`config.mk`:
```
export PLATFORM = sky130hd
export DESIGN_NAME = gaussian_pair_generator
export DESIGN_NICKNAME = d
export VERILOG_FILES = /design/src/design/gpg_pkg.sv /design/src/design/gpg_mac.sv /design/src/design/gaussian_pair_generator.sv
export SDC_FILE = /design/constraint.sdc
export NUM_CORES = 2
export LEC_CHECK = 0
export BUFFER_PORTS_ARGS = -buffer_cell sky130_fd_sc_hd__buf_4
export CELL_PAD_IN_SITES_DETAIL_PLACEMENT = 1
export CELL_PAD_IN_SITES_GLOBAL_PLACEMENT = 2
export CORE_UTILIZATION = 42
export DETAILED_ROUTE_END_ITERATION = 10
export GPL_TIMING_DRIVEN = 0
export PLACE_DENSITY_LB_ADDON = 0.1
export SLEW_MARGIN = 10
export SYNTH_ARGS = -nofsm -noshare
export SYNTH_HDL_FRONTEND = slang
export SYNTH_SLANG_ARGS = --single-unit
```
`constraint.sdc`:
```
create_clock -name clk -period 15 [get_ports clk]
set_input_delay 2.25 -clock clk [delete_from_list [all_inputs] [get_ports clk]]
set_output_delay 2.25 -clock clk [all_outputs]
set_load 0.005 [all_outputs]
```
`src/design/gpg_pkg.sv`:
```
// ----------------------------------------------------------------------------
// gpg_pkg
// Shared constants, types and tables for the gaussian pair generator.
// ----------------------------------------------------------------------------
package gpg_pkg;

    localparam int UNIFORM_BITS  = 32;
    localparam int OUT_FRAC_BITS = 16;
    localparam int OUT_SHIFT     = 28 - OUT_FRAC_BITS;
    localparam int CORDIC_STEPS  = 30;
    localparam int LOG_STEPS     = 30;
    localparam int CW            = 44;

    localparam logic [47:0] SEED_RESET = 48'd20017429951246;
    localparam logic [15:0] DEV_RESET  = 16'd256;
    localparam logic [47:0] LCG_ADD    = 48'hB;

    localparam logic [15:0] LCG_C0  = 16'hE66D;
    localparam logic [15:0] LCG_C1  = 16'hDEEC;
    localparam logic [15:0] LCG_C2  = 16'h0005;
    localparam logic [15:0] LN2_LO  = 16'h2180;
    localparam logic [15:0] LN2_HI  = 16'h0B17;
    localparam logic [15:0] GAIN_LO = 16'h74EE;
    localparam logic [15:0] GAIN_HI = 16'h009B;

    localparam logic [47:0] UMASK = ~((48'd1 << (48 - UNIFORM_BITS)) - 48'd1);
    localparam logic [31:0] PMASK = (UNIFORM_BITS >= 32) ? 32'hFFFF_FFFF :
                                    ~((32'd1 << (32 - UNIFORM_BITS)) - 32'd1);

    localparam logic [7:0] CFG_DEVIATION = 8'd0;
    localparam logic [7:0] CFG_SEED      = 8'd1;

    typedef enum logic [1:0] {
        LANE_0  = 2'd0,
        LANE_16 = 2'd1,
        LANE_32 = 2'd2,
        LANE_48 = 2'd3
    } mac_lane_t;

    typedef struct packed {
        logic      en;
        logic      clear;
        mac_lane_t lane;
    } mac_ctrl_t;

    // arctangent of 2^-i in units of 2^-32 turn
    function automatic logic [29:0] turn_atan(input logic [4:0] i);
        logic [29:0] v;
        case (i)
            5'd0:    v = 30'd536870912;
            5'd1:    v = 30'd316933406;
            5'd2:    v = 30'd167458907;
            5'd3:    v = 30'd85004756;
            5'd4:    v = 30'd42667331;
            5'd5:    v = 30'd21354465;
            5'd6:    v = 30'd10679838;
            5'd7:    v = 30'd5340245;
            5'd8:    v = 30'd2670163;
            5'd9:    v = 30'd1335087;
            5'd10:   v = 30'd667544;
            5'd11:   v = 30'd333772;
            5'd12:   v = 30'd166886;
            5'd13:   v = 30'd83443;
            5'd14:   v = 30'd41722;
            5'd15:   v = 30'd20861;
            5'd16:   v = 30'd10430;
            5'd17:   v = 30'd5215;
            5'd18:   v = 30'd2608;
            5'd19:   v = 30'd1304;
            5'd20:   v = 30'd652;
            5'd21:   v = 30'd326;
            5'd22:   v = 30'd163;
            5'd23:   v = 30'd81;
            5'd24:   v = 30'd41;
            5'd25:   v = 30'd20;
            5'd26:   v = 30'd10;
            5'd27:   v = 30'd5;
            5'd28:   v = 30'd3;
            5'd29:   v = 30'd1;
            default: v = 30'd0;
        endcase
        return v;
    endfunction

endpackage

```
`src/design/gpg_mac.sv`:
```
// ----------------------------------------------------------------------------
// gpg_mac
// Shared 48x16 multiply-accumulate with a 16-bit lane shift.
// ----------------------------------------------------------------------------
module gpg_mac (
    input  logic               clk,
    input  gpg_pkg::mac_ctrl_t ctrl,
    input  logic [47:0]        op_a,
    input  logic [15:0]        op_b,
    output logic [63:0]        acc
);
    import gpg_pkg::*;

    logic [63:0] acc_reg;
    logic [63:0] acc_next;
    logic [63:0] prod;
    logic [63:0] shifted;

    assign prod    = {16'd0, op_a} * {48'd0, op_b};
    assign shifted = prod << {ctrl.lane, 4'd0};

    always_comb
    begin
        acc_next = acc_reg;
        if (ctrl.en)
        begin
            acc_next = (ctrl.clear ? 64'd0 : acc_reg) + shifted;
        end
    end

    always_ff @(posedge clk)
    begin
        acc_reg <= acc_next;
    end

    assign acc = acc_reg;

endmodule

```
`src/design/gaussian_pair_generator.sv`:
```
// ----------------------------------------------------------------------------
// gaussian_pair_generator
// Box-Muller normal pair generator on a 48-bit drand48 style generator.
// ----------------------------------------------------------------------------
// Request channel: request_valid/request_stall carry a tag word. Result
// channel: result_valid/result_stall return the tag and two signed Q15.16
// samples, r*cos and r*sin of one draw.
// One word is worked on at a time; request_stall is high while busy.
// Latency grows with each leading zero of the first uniform and with each
// redraw of a zero uniform; the next request is taken once the block is
// back in idle. The latency is set by the 30 squaring steps of the log
// (each on the shared 48x16 multiplier), the 32 square root digit steps
// and the 30 CORDIC steps.
// A finished word waits in the output register; a new request is taken while
// it waits. A stalled result holds the block in its last step until the
// output register frees up.
// Reset: deviation 1.0, generator reloaded from the reset seed. Writing the
// seed register reloads the generator; write registers only while idle.
// ----------------------------------------------------------------------------
module gaussian_pair_generator (
    input  logic               clk,
    input  logic               rst_n,
    input  logic               cfg_write,
    input  logic [7:0]         cfg_index,
    input  logic [47:0]        cfg_data,
    input  logic               request_valid,
    output logic               request_stall,
    input  logic [7:0]         request_tag,
    output logic               result_valid,
    input  logic               result_stall,
    output logic [7:0]         echo_tag,
    output logic signed [31:0] sample_cos,
    output logic signed [31:0] sample_sin
);
    import gpg_pkg::*;

    typedef enum logic [14:0] {
        S_IDLE  = 15'b000000000000001,
        S_LCG   = 15'b000000000000010,
        S_LCGW  = 15'b000000000000100,
        S_NORM  = 15'b000000000001000,
        S_SQR   = 15'b000000000010000,
        S_SQRW  = 15'b000000000100000,
        S_YMUL  = 15'b000000001000000,
        S_ROOTI = 15'b000000010000000,
        S_ROOT  = 15'b000000100000000,
        S_RMUL  = 15'b000001000000000,
        S_RSAVE = 15'b000010000000000,
        S_GMUL  = 15'b000100000000000,
        S_CINIT = 15'b001000000000000,
        S_CORD  = 15'b010000000000000,
        S_DONE  = 15'b100000000000000
    } state_t;

    state_t state_reg, state_next;
    logic [1:0]  sub_reg, sub_next;
    logic [4:0]  iter_reg, iter_next;
    logic [5:0]  k_reg, k_next;
    logic        second_reg, second_next;
    logic [47:0] norm_reg, norm_next;
    logic [31:0] x_reg, x_next;
    logic [29:0] frac_reg, frac_next;
    logic [63:0] rem_reg, rem_next;
    logic [63:0] res_reg, res_next;
    logic [47:0] opa_reg, opa_next;
    logic [31:0] phase_reg, phase_next;
    logic [1:0]  quad_reg, quad_next;
    logic signed [CW-1:0] cx_reg, cx_next;
    logic signed [CW-1:0] cy_reg, cy_next;
    logic signed [33:0]   z_reg, z_next;
    logic [7:0]  tag_reg, tag_next;
    logic [47:0] gen_reg, gen_next;
    logic [15:0] dev_reg, dev_next;
    logic        ovalid_reg, ovalid_next;
    logic [7:0]  echo_reg, echo_next;
    logic [31:0] cos_reg, cos_next;
    logic [31:0] sin_reg, sin_next;

    mac_ctrl_t   mac_ctrl;
    logic [47:0] mac_a;
    logic [15:0] mac_b;
    logic [63:0] acc;

    logic [47:0] lcg_new;
    logic [47:0] y_val;
    logic [33:0] sq;
    logic [63:0] bitv;
    logic [63:0] trial;
    logic signed [CW-1:0] dx;
    logic signed [CW-1:0] dy;
    logic signed [33:0]   atan_v;
    logic [32:0] qsum;
    logic [1:0]  q_val;
    logic [31:0] z0;
    logic signed [CW-1:0] oc;
    logic signed [CW-1:0] os;
    logic        out_free;

    gpg_mac u_mac (
        .clk  (clk),
        .ctrl (mac_ctrl),
        .op_a (mac_a),
        .op_b (mac_b),
        .acc  (acc)
    );

    function automatic logic [31:0] to_output(input logic signed [CW-1:0] v);
        logic signed [CW:0] t;
        logic signed [CW:0] s;
        logic [31:0]        r;
        t = {v[CW-1], v} + (CW+1)'(1 << (OUT_SHIFT - 1));
        s = t >>> OUT_SHIFT;
        if (s > (CW+1)'(64'sd2147483647))
        begin
            r = 32'h7FFF_FFFF;
        end
        else if (s < -(CW+1)'(64'sd2147483648))
        begin
            r = 32'h8000_0000;
        end
        else
        begin
            r = s[31:0];
        end
        return r;
    endfunction

    assign lcg_new  = acc[47:0] + LCG_ADD;
    assign y_val    = {6'(UNIFORM_BITS) - k_reg, 30'd0} - {18'd0, frac_reg};
    assign sq       = acc[63:30];
    assign bitv     = 64'd1 << {iter_reg, 1'b0};
    assign trial    = res_reg + bitv;
    assign dx       = cy_reg >>> iter_reg;
    assign dy       = cx_reg >>> iter_reg;
    assign atan_v   = {4'd0, turn_atan(iter_reg)};
    assign qsum     = {1'b0, phase_reg} + 33'h0_2000_0000;
    assign q_val    = qsum[31:30];
    assign z0       = phase_reg - {q_val, 30'd0};
    assign out_free = !ovalid_reg || !result_stall;

    always_comb
    begin
        case (quad_reg)
            2'd0:
            begin
                oc = cx_reg;
                os = cy_reg;
            end
            2'd1:
            begin
                oc = -cy_reg;
                os = cx_reg;
            end
            2'd2:
            begin
                oc = -cx_reg;
                os = -cy_reg;
            end
            default:
            begin
                oc = cy_reg;
                os = -cx_reg;
            end
        endcase
    end

    always_comb
    begin
        state_next  = state_reg;
        sub_next    = sub_reg;
        iter_next   = iter_reg;
        k_next      = k_reg;
        second_next = second_reg;
        norm_next   = norm_reg;
        x_next      = x_reg;
        frac_next   = frac_reg;
        rem_next    = rem_reg;
        res_next    = res_reg;
        opa_next    = opa_reg;
        phase_next  = phase_reg;
        quad_next   = quad_reg;
        cx_next     = cx_reg;
        cy_next     = cy_reg;
        z_next      = z_reg;
        tag_next    = tag_reg;
        gen_next    = gen_reg;
        dev_next    = dev_reg;
        echo_next   = echo_reg;
        cos_next    = cos_reg;
        sin_next    = sin_reg;
        ovalid_next = ovalid_reg && result_stall;
        mac_ctrl    = '{en: 1'b0, clear: 1'b0, lane: LANE_0};
        mac_a       = 48'd0;
        mac_b       = 16'd0;

        case (state_reg)
            S_IDLE:
            begin
                if (request_valid)
                begin
                    tag_next    = request_tag;
                    second_next = 1'b0;
                    sub_next    = 2'd0;
                    state_next  = S_LCG;
                end
            end
            S_LCG:
            begin
                mac_ctrl.en    = 1'b1;
                mac_ctrl.clear = (sub_reg == 2'd0);
                mac_a          = gen_reg;
                case (sub_reg)
                    2'd0:
                    begin
                        mac_b         = LCG_C0;
                        mac_ctrl.lane = LANE_0;
                    end
                    2'd1:
                    begin
                        mac_b         = LCG_C1;
                        mac_ctrl.lane = LANE_16;
                    end
                    default:
                    begin
                        mac_b         = LCG_C2;
                        mac_ctrl.lane = LANE_32;
                    end
                endcase
                sub_next = sub_reg + 2'd1;
                if (sub_reg == 2'd2)
                begin
                    state_next = S_LCGW;
                end
            end
            S_LCGW:
            begin
                gen_next   = lcg_new;
                sub_next   = 2'd0;
                state_next = S_LCG;
                if (second_reg)
                begin
                    phase_next = lcg_new[47:16] & PMASK;
                    state_next = S_NORM;
                end
                else if ((lcg_new & UMASK) != 48'd0)
                begin
                    norm_next   = lcg_new & UMASK;
                    k_next      = 6'(UNIFORM_BITS - 1);
                    second_next = 1'b1;
                end
            end
            S_NORM:
            begin
                if (norm_reg[47])
                begin
                    x_next     = {1'b0, norm_reg[47:17]};
                    frac_next  = 30'd0;
                    iter_next  = 5'd0;
                    sub_next   = 2'd0;
                    state_next = S_SQR;
                end
                else
                begin
                    norm_next = norm_reg << 1;
                    k_next    = k_reg - 6'd1;
                end
            end
            S_SQR:
            begin
                mac_ctrl.en = 1'b1;
                mac_a       = {16'd0, x_reg};
                if (sub_reg == 2'd0)
                begin
                    mac_ctrl.clear = 1'b1;
                    mac_b          = x_reg[15:0];
                    sub_next       = 2'd1;
                end
                else
                begin
                    mac_ctrl.lane = LANE_16;
                    mac_b         = x_reg[31:16];
                    sub_next      = 2'd0;
                    state_next    = S_SQRW;
                end
            end
            S_SQRW:
            begin
                if (sq[31])
                begin
                    frac_next = {frac_reg[28:0], 1'b1};
                    x_next    = sq[32:1];
                end
                else
                begin
                    frac_next = {frac_reg[28:0], 1'b0};
                    x_next    = sq[31:0];
                end
                iter_next  = iter_reg + 5'd1;
                state_next = S_SQR;
                if (iter_reg == 5'(LOG_STEPS - 1))
                begin
                    state_next = S_YMUL;
                end
            end
            S_YMUL:
            begin
                mac_ctrl.en = 1'b1;
                mac_a       = y_val;
                if (sub_reg == 2'd0)
                begin
                    mac_ctrl.clear = 1'b1;
                    mac_b          = LN2_LO;
                    sub_next       = 2'd1;
                end
                else
                begin
                    mac_ctrl.lane = LANE_16;
                    mac_b         = LN2_HI;
                    sub_next      = 2'd0;
                    state_next    = S_ROOTI;
                end
            end
            S_ROOTI:
            begin
                rem_next   = {1'b0, acc[63:1]};
                res_next   = 64'd0;
                iter_next  = 5'd31;
                state_next = S_ROOT;
            end
            S_ROOT:
            begin
                if (rem_reg >= trial)
                begin
                    rem_next = rem_reg - trial;
                    res_next = (res_reg >> 1) + bitv;
                end
                else
                begin
                    res_next = res_reg >> 1;
                end
                iter_next = iter_reg - 5'd1;
                if (iter_reg == 5'd0)
                begin
                    state_next = S_RMUL;
                end
            end
            S_RMUL:
            begin
                mac_ctrl.en    = 1'b1;
                mac_ctrl.clear = 1'b1;
                mac_a          = res_reg[47:0];
                mac_b          = dev_reg;
                state_next     = S_RSAVE;
            end
            S_RSAVE:
            begin
                opa_next   = acc[55:8];
                sub_next   = 2'd0;
                state_next = S_GMUL;
            end
            S_GMUL:
            begin
                mac_ctrl.en = 1'b1;
                mac_a       = opa_reg;
                if (sub_reg == 2'd0)
                begin
                    mac_ctrl.clear = 1'b1;
                    mac_b          = GAIN_LO;
                    sub_next       = 2'd1;
                end
                else
                begin
                    mac_ctrl.lane = LANE_16;
                    mac_b         = GAIN_HI;
                    sub_next      = 2'd0;
                    state_next    = S_CINIT;
                end
            end
            S_CINIT:
            begin
                cx_next    = {4'd0, acc[63:24]};
                cy_next    = '0;
                z_next     = {{2{z0[31]}}, z0};
                quad_next  = q_val;
                iter_next  = 5'd0;
                state_next = S_CORD;
            end
            S_CORD:
            begin
                if (!z_reg[33])
                begin
                    cx_next = cx_reg - dx;
                    cy_next = cy_reg + dy;
                    z_next  = z_reg - atan_v;
                end
                else
                begin
                    cx_next = cx_reg + dx;
                    cy_next = cy_reg - dy;
                    z_next  = z_reg + atan_v;
                end
                iter_next = iter_reg + 5'd1;
                if (iter_reg == 5'(CORDIC_STEPS - 1))
                begin
                    state_next = S_DONE;
                end
            end
            S_DONE:
            begin
                if (out_free)
                begin
                    ovalid_next = 1'b1;
                    echo_next   = tag_reg;
                    cos_next    = to_output(oc);
                    sin_next    = to_output(os);
                    state_next  = S_IDLE;
                end
            end
            default:
            begin
                state_next = S_IDLE;
            end
        endcase

        if (cfg_write)
        begin
            if (cfg_index == CFG_DEVIATION)
            begin
                dev_next = cfg_data[15:0];
            end
            else if (cfg_index == CFG_SEED)
            begin
                gen_next = cfg_data;
            end
        end
    end

    always_ff @(posedge clk or negedge rst_n)
    begin
        if (!rst_n)
        begin
            state_reg  <= S_IDLE;
            sub_reg    <= 2'd0;
            iter_reg   <= 5'd0;
            second_reg <= 1'b0;
            gen_reg    <= SEED_RESET;
            dev_reg    <= DEV_RESET;
            ovalid_reg <= 1'b0;
        end
        else
        begin
            state_reg  <= state_next;
            sub_reg    <= sub_next;
            iter_reg   <= iter_next;
            second_reg <= second_next;
            gen_reg    <= gen_next;
            dev_reg    <= dev_next;
            ovalid_reg <= ovalid_next;
        end
    end

    always_ff @(posedge clk)
    begin
        k_reg     <= k_next;
        norm_reg  <= norm_next;
        x_reg     <= x_next;
        frac_reg  <= frac_next;
        rem_reg   <= rem_next;
        res_reg   <= res_next;
        opa_reg   <= opa_next;
        phase_reg <= phase_next;
        quad_reg  <= quad_next;
        cx_reg    <= cx_next;
        cy_reg    <= cy_next;
        z_reg     <= z_next;
        tag_reg   <= tag_next;
        echo_reg  <= echo_next;
        cos_reg   <= cos_next;
        sin_reg   <= sin_next;
    end

    assign request_stall = (state_reg != S_IDLE);
    assign result_valid  = ovalid_reg;
    assign echo_tag      = echo_reg;
    assign sample_cos    = cos_reg;
    assign sample_sin    = sin_reg;

endmodule
```
Word-level counts from Yosys, hierarchy flattened:

Memory sizes are Yosys's and may differ from the RTL's.
Cells that the tools add are included.

* flip-flop bits (word level): 680
* latch bits: 0
* memory bits (writable): 0
* ROM bits: 960
* output and inout bits: 74
* word-level logic and storage cells: 193
* memories kept: 1

Memory list
* (no name shown): words 32, width 30, rd ports 1, clocked after memory_dff 0, write ports 0, RTL line gpg_pkg.sv:49 `case (i)`

* add/sub/neg operators: 23
* $mul: 1
* div/mod/pow operators: 0
* $lt $le $gt $ge: 5
* equality and inequality tests: 35
* shift operators: 4
* mux-type cells: 68
* bitwise operators: 0
* reductions and logical operators: 31

Operators with widths (count)
* 48-bit 2-to-1 mux: 7
* 44-bit one-hot mux with 3 select lines: 2
* 64-bit one-hot mux with 2 select lines: 2
* 48-bit one-hot mux with 5 select lines: 1
* 15-bit one-hot mux with 15 select lines: 1
* 64-bit 2-to-1 mux: 3
* 44-bit one-hot mux with 2 select lines: 2
* 15-bit 2-to-1 mux: 10
* 64-bit adder: 2
* 32-bit 2-to-1 mux: 4
* 48-bit one-hot mux with 2 select lines: 1
* 44-bit by 13-bit adder with 45-bit output, second input constant: 2
* 44-bit adder: 2
* 44-bit 2-to-1 mux: 2
* 44-bit negation: 2
* 44-bit by 5-bit >>> shifter with 44-bit output: 2
* 44-bit subtractor: 2
* 16-bit one-hot mux with 5 select lines: 1
* 34-bit one-hot mux with 2 select lines: 1
* 33-bit by 32-bit > comparator with 1-bit output, second input constant: 2
* 33-bit by 32-bit < comparator with 1-bit output, second input constant: 2
* 63-bit by 64-bit adder with 64-bit output: 1
* 64-bit >= comparator: 1
* 48-bit by 16-bit multiplier with 64-bit output: 1
* 69 further kinds: 111

Logic depth before layout (Yosys ltp):

* depth after elaboration: 6
* gate-level depth with buffers: 52
* depth with buffers taken out: 48

Modules after synthesis:

A second synthesis with hierarchy kept.

* cells, all modules: 9787
* area, all modules: 85086.6 µm²

Modules (own cells, without submodules)
* gaussian_pair_generator: times used 1, cells each 6156, area each 54232.0 µm², sequential area each 18027.3 µm²
* gpg_mac: times used 1, cells each 3631, area each 30854.6 µm², sequential area each 1921.8 µm²

Worst setup path before layout:

No wires, ideal clock.

* path type: reg2reg
* from: reg frac_reg[2]
* to: reg u_mac.acc_reg[59], in the netlist u_mac.acc[59] (data pin)
* library setup time: 0.263 ns
* data arrival time: 11.464 ns
* data required time: 14.737 ns
* setup slack: 3.273 ns
* stages on the path, launching flop included: 46
* path buffers: 1
* clock period less this slack: 11.727 ns
* path through: edfxtp_1 nor4_1 nand3_1 or4_1 or4_1 or4_1 nor4_1 xnor2_1 a221o_1 clkbuf_1 nand2_1 fa_1 fa_1 fa_1 inv_1 fa_1 fa_1 inv_1 (+10 left out) a21oi_1 a21oi_1 xnor2_1 mux2i_1 o22ai_1 ha_1 a21o_1 a21oi_1 o21ai_0 nor2_1 or4b_2 nand2_1 nor2_1 or3_1 a31o_2 a21o_1 a21boi_0 xnor2_1

* cells in the longest elaborated chain, start to end: 5

RTL lines
* start, declared: RTL line gaussian_pair_generator.sv:62 `logic [29:0] frac_reg, frac_next;`
* start signal, assigned: RTL line gaussian_pair_generator.sv:467 `frac_reg <= frac_next;`
* 36-bit by 30-bit subtractor with 37-bit output: RTL line gaussian_pair_generator.sv:129 `assign y_val = {6'(UNIFORM_BITS) - k_reg, 30'd0} - {18'd0, frac_reg};`
* 48-bit one-hot mux with 5 select lines: RTL line gaussian_pair_generator.sv:196 `case (state_reg)`
* 48-bit by 16-bit multiplier with 64-bit output: RTL line gpg_mac.sv:19 `assign prod = {16'd0, op_a} * {48'd0, op_b};`
* 64-bit by 6-bit << shifter with 64-bit output: RTL line gpg_mac.sv:20 `assign shifted = prod << {ctrl.lane, 4'd0};`
* 64-bit adder: RTL line gpg_mac.sv:27 `acc_next = (ctrl.clear ? 64'd0 : acc_reg) + shifted;`
* end signal, assigned: RTL line gpg_mac.sv:33 `acc_reg <= acc_next;`
* end, declared: RTL line gpg_mac.sv:14 `logic [63:0] acc_reg;`

No other way between the ends.
A chain may end at the register's enable or synchronous reset.

Worst setup path in the final report:

* from: reg sub_reg[0]
* to: reg u_mac.acc_reg[59], in the netlist u_mac.acc[59] (data pin)

* cells in the longest elaborated chain, start to end: 6
* elaborated cells on any way between the ends: 16

RTL lines
* start, declared: RTL line gaussian_pair_generator.sv:56 `logic [1:0] sub_reg, sub_next;`
* start signal, assigned: RTL line gaussian_pair_generator.sv:453 `sub_reg <= sub_next;`
* 2-bit by 1-bit == test with 1-bit output / 2-bit zero test (equally long branches): RTL line gaussian_pair_generator.sv:212, gaussian_pair_generator.sv:210, gaussian_pair_generator.sv:272
* 16-bit one-hot mux with 2 select lines (tied with other cells): RTL line gaussian_pair_generator.sv:212 `case (sub_reg)`
* 16-bit one-hot mux with 5 select lines: RTL line gaussian_pair_generator.sv:196
* 48-bit by 16-bit multiplier with 64-bit output: RTL line gpg_mac.sv:19
* 64-bit by 6-bit << shifter with 64-bit output: RTL line gpg_mac.sv:20
* 64-bit adder *: RTL line gpg_mac.sv:27

Mark *: on every way between the ends. The rest lies on a longest branch, timed or not.

==> impl_metrics.py <==
metrics = {
    "status": {
        "outcome": "finished with violations",
        "violations": "design-rule violations",
    },
    "routing": {
        "vias_per_cell": 6.22,
        "wl_per_cell_um": 33.4,
        "drt.antenna.violating_nets": 0,
        "route.detailed.drc": 6,
        "drt-pass1-iter-count": 10,
        "drt-initial-drc-count": 7276,
        "vias": 78400,
        "wl_um": 420000,
    },
    "cells_and_area": {
        "seq_area_mm2": 0.0199,
        "multi_input_area_mm2": 0.0585,
        "area_growth_pct": 10.3,
        "design_area_mm2": 0.0918,
        "nFillCells": 23300,
        "layout_commonest_cell": "nand2_1",
        "utilization_pct": 46.6,
        "layout_common_cells": "nand2_1, nor2_1, inv_1",
        "drive_above_1_share_pct": 7.74,
        "nets": 11100,
    },
    "worst_setup_path": {
        "critical_path_class": "reg -> reg",
        "crit_required_ns": 15.52,
        "cp-end-kind": "register",
        "slowest_stage": "clkbuf_1",
        "path_buf_inv": 11,
        "path_depth": 47,
        "worst-r2r-cell-count": 47,
        "max_stage_delay_ns": 0.71,
        "path_max_fanout": 10,
        "critPathLaunch": "sub_reg[0]",
        "r2r-start": "sub_reg[0]",
        "crit_family": "adder cells",
        "cpMostUsedCell": "fa_1",
        "start_kind": "register",
        "cp.arrival_ns": 15.05,
    },
    "sta": {
        "fin_crit_sh_pct": 96.9,
        "fin_skew_ns": 0.0543,
        "hold_slack_ns": 0.424,
        "rsz0062_at_grt": "false",
        "drv_slew": 0,
        "fmax_mhz": 68.8,
        "finalWorstPathRequiredPeriod_ns": 14.54,
        "slew-limit-headroom_pct": 1.89,
        "setup_tns_ns": 0,
        "tightestPinTransition_ns": 1.46,
        "finalHoldViolCount": 0,
        "setup_viol": 0,
    },
    "job": {
        "cap_violations": 0,
    },
    "power": {
        "seq_power_share_pct": 24.1,
        "netSwitchingFraction_pct": 50.1,
        "internal_power_uw": 5770,
        "vdd_drop_max_uv": 128,
        "pwr_density_cell_mw_per_mm2": 126,
        "leakagePower_uw": 0.0383,
        "power_frac_comb_pct": 55.9,
        "p_switching_uw": 5780,
        "clkPwrFrac_pct": 20.0,
    },
    "logic_synthesis": {
        "synth_edf_count": 590,
        "avgSynthCellArea_um2": 8.69,
        "synth_nets": 10800,
        "ys_async_sr_fraction_pct": 13.0,
        "ys_types": 98,
        "yosys_most_used_dff": "edfxtp_1",
        "synth_warnings": 0,
        "yosysSeqAreaShare_pct": 24.0,
        "synth_cells": 9586,
        "ys_ff_latch": 678,
        "syn-cell-area_mm2": 0.0833,
    },
    "min_path": {
        "min_delay_path_depth": 0,
        "min_from": "tag_reg[2]",
        "hp-class": "reg -> reg",
    },
    "die": {
        "fp.dieW_um": 447,
        "start_util_pct": 42.2,
        "ios": 143,
        "die-area_mm2": 0.200,
        "rows": 163,
        "core_mm2": 0.197,
        "die_y_um": 447,
    },
    "placed_design": {
        "gp_congestion": 1.04,
        "place_area_mm2": 0.0886,
        "hpwl_um": 343000,
        "io_buffers": 142,
    },
    "clocking": {
        "max-clock-path-buffers": 3,
        "numCtsBuffers": 90,
        "clk_latency_ns": 0.79,
        "htree_levels": 3,
        "cts_hold_buf": 0,
        "cts_tree": "built",
        "path_clk_slew_ns": 0.06,
        "root_buffer": "clkbuf_16",
        "cts.sinks": 678,
    },
    "grt": {
        "grt-ovfl-total": 0,
        "grt_pass1_wl_um": 593000,
        "grt_pass1_vias": 81200,
        "grt_max_degree": 89,
        "grt.total_usage_pct": 41.7,
        "antenna_found_initial": 27,
    },
}
-- cell type report --
type                       count  area share (%)
inverter                     810            3.31
sequential                   678            21.7
timing repair buffer         214            2.05
clock inverter                53           0.610
multi-input combinational   7550            63.7
buffer                       531            2.29
antenna                       12          0.0327
clock buffer                 115            2.68
tap                         2640            3.60
-- power groups by stage --
stage / combinational, uW / sequential (uW) / clock (uW)
global placement: 6070 / 2800 / 0
finish: 6460 / 2780 / 2310
global route: 6880 / 2760 / 2380
detailed placement: 6260 / 2790 / 0
floorplan: 4000 / 2480 / 0
CTS: 6310 / 2750 / 2320
-- worst paths after layout --
path,slack (ns),endpoint
min,0.42,echo_tag[2]
min in group asynchronous,1.58,iter_reg[1]
max,0.46,u_mac.acc[59]
max in group asynchronous,12.65,dev_reg[1]
min reg2reg,0.42,echo_tag[2]
max reg2reg,0.46,u_mac.acc[59]
-- per-stage QoR --
stage / total power, uW / worst slack, ns / cells
finish: 11600 / 0.462 / 12600
global route: 12000 / 0.0524 / 12600
CTS: 11400 / 0.0754 / 12600
detailed placement: 9040 / -0.769 / 12400
global placement: 8870 / -1.44 / 12400
floorplan: 6480 / 3.27 / 9586
-- cells by family (layout without fill, tap and decap cells) --
family                     Yosys count  after routing  synth area share (%)
and+or+nand+nor                   3306           3306                  17.9
AOI/OAI and AO/OA                 2054           2054                  15.6
buffers and inverters             1358           1723                  6.20
adders and majority gates         1119           1119                  22.7
xor gates and xnor gates           748            748                  7.88
DFF                                678            678                  24.0
muxes                              322            322                  5.78
other                                1             13               0.00450
-- metal layers --
layer  share of wire (%)  vias to the layer above  GRT usage [%]
met2                  46                     3304           67.4
met3                 7.0                     1303           7.37
met1                  36                    40000           46.5
li1                    -                    33700              -
met5               0.027                        -              0
met4                  12                       16           39.2
-- what timing repair did --
action / CTS / global route
setup endpoints to repair: 15 / 67
pin swaps: 1 / 5
resized for setup: 5 / 61
setup buffers: 3 / 12
-- synthesized netlist by cell type (69+ instances only) --
master	number	area, um2
nand4_1	82	513
mux4_2	121	2730
and3_1	83	519
o21ai_0	560	2800
edfxtp_1	590	17700
a31oi_1	130	813
xor2_1	342	3000
inv_1	807	3030
a21o_1	188	1410
nor2_1	943	3540
a211oi_1	80	601
fa_1	648	13000
nand3_1	162	811
a21oi_1	534	2670
mux2i_1	142	1420
xnor2_1	405	3550
ha_1	471	5890
nand2b_1	69	432
and2_1	161	1010
clkbuf_1	456	1710
nand2_1	1364	5120
nor3_1	98	490
Power figures use the tool's default switching activity.
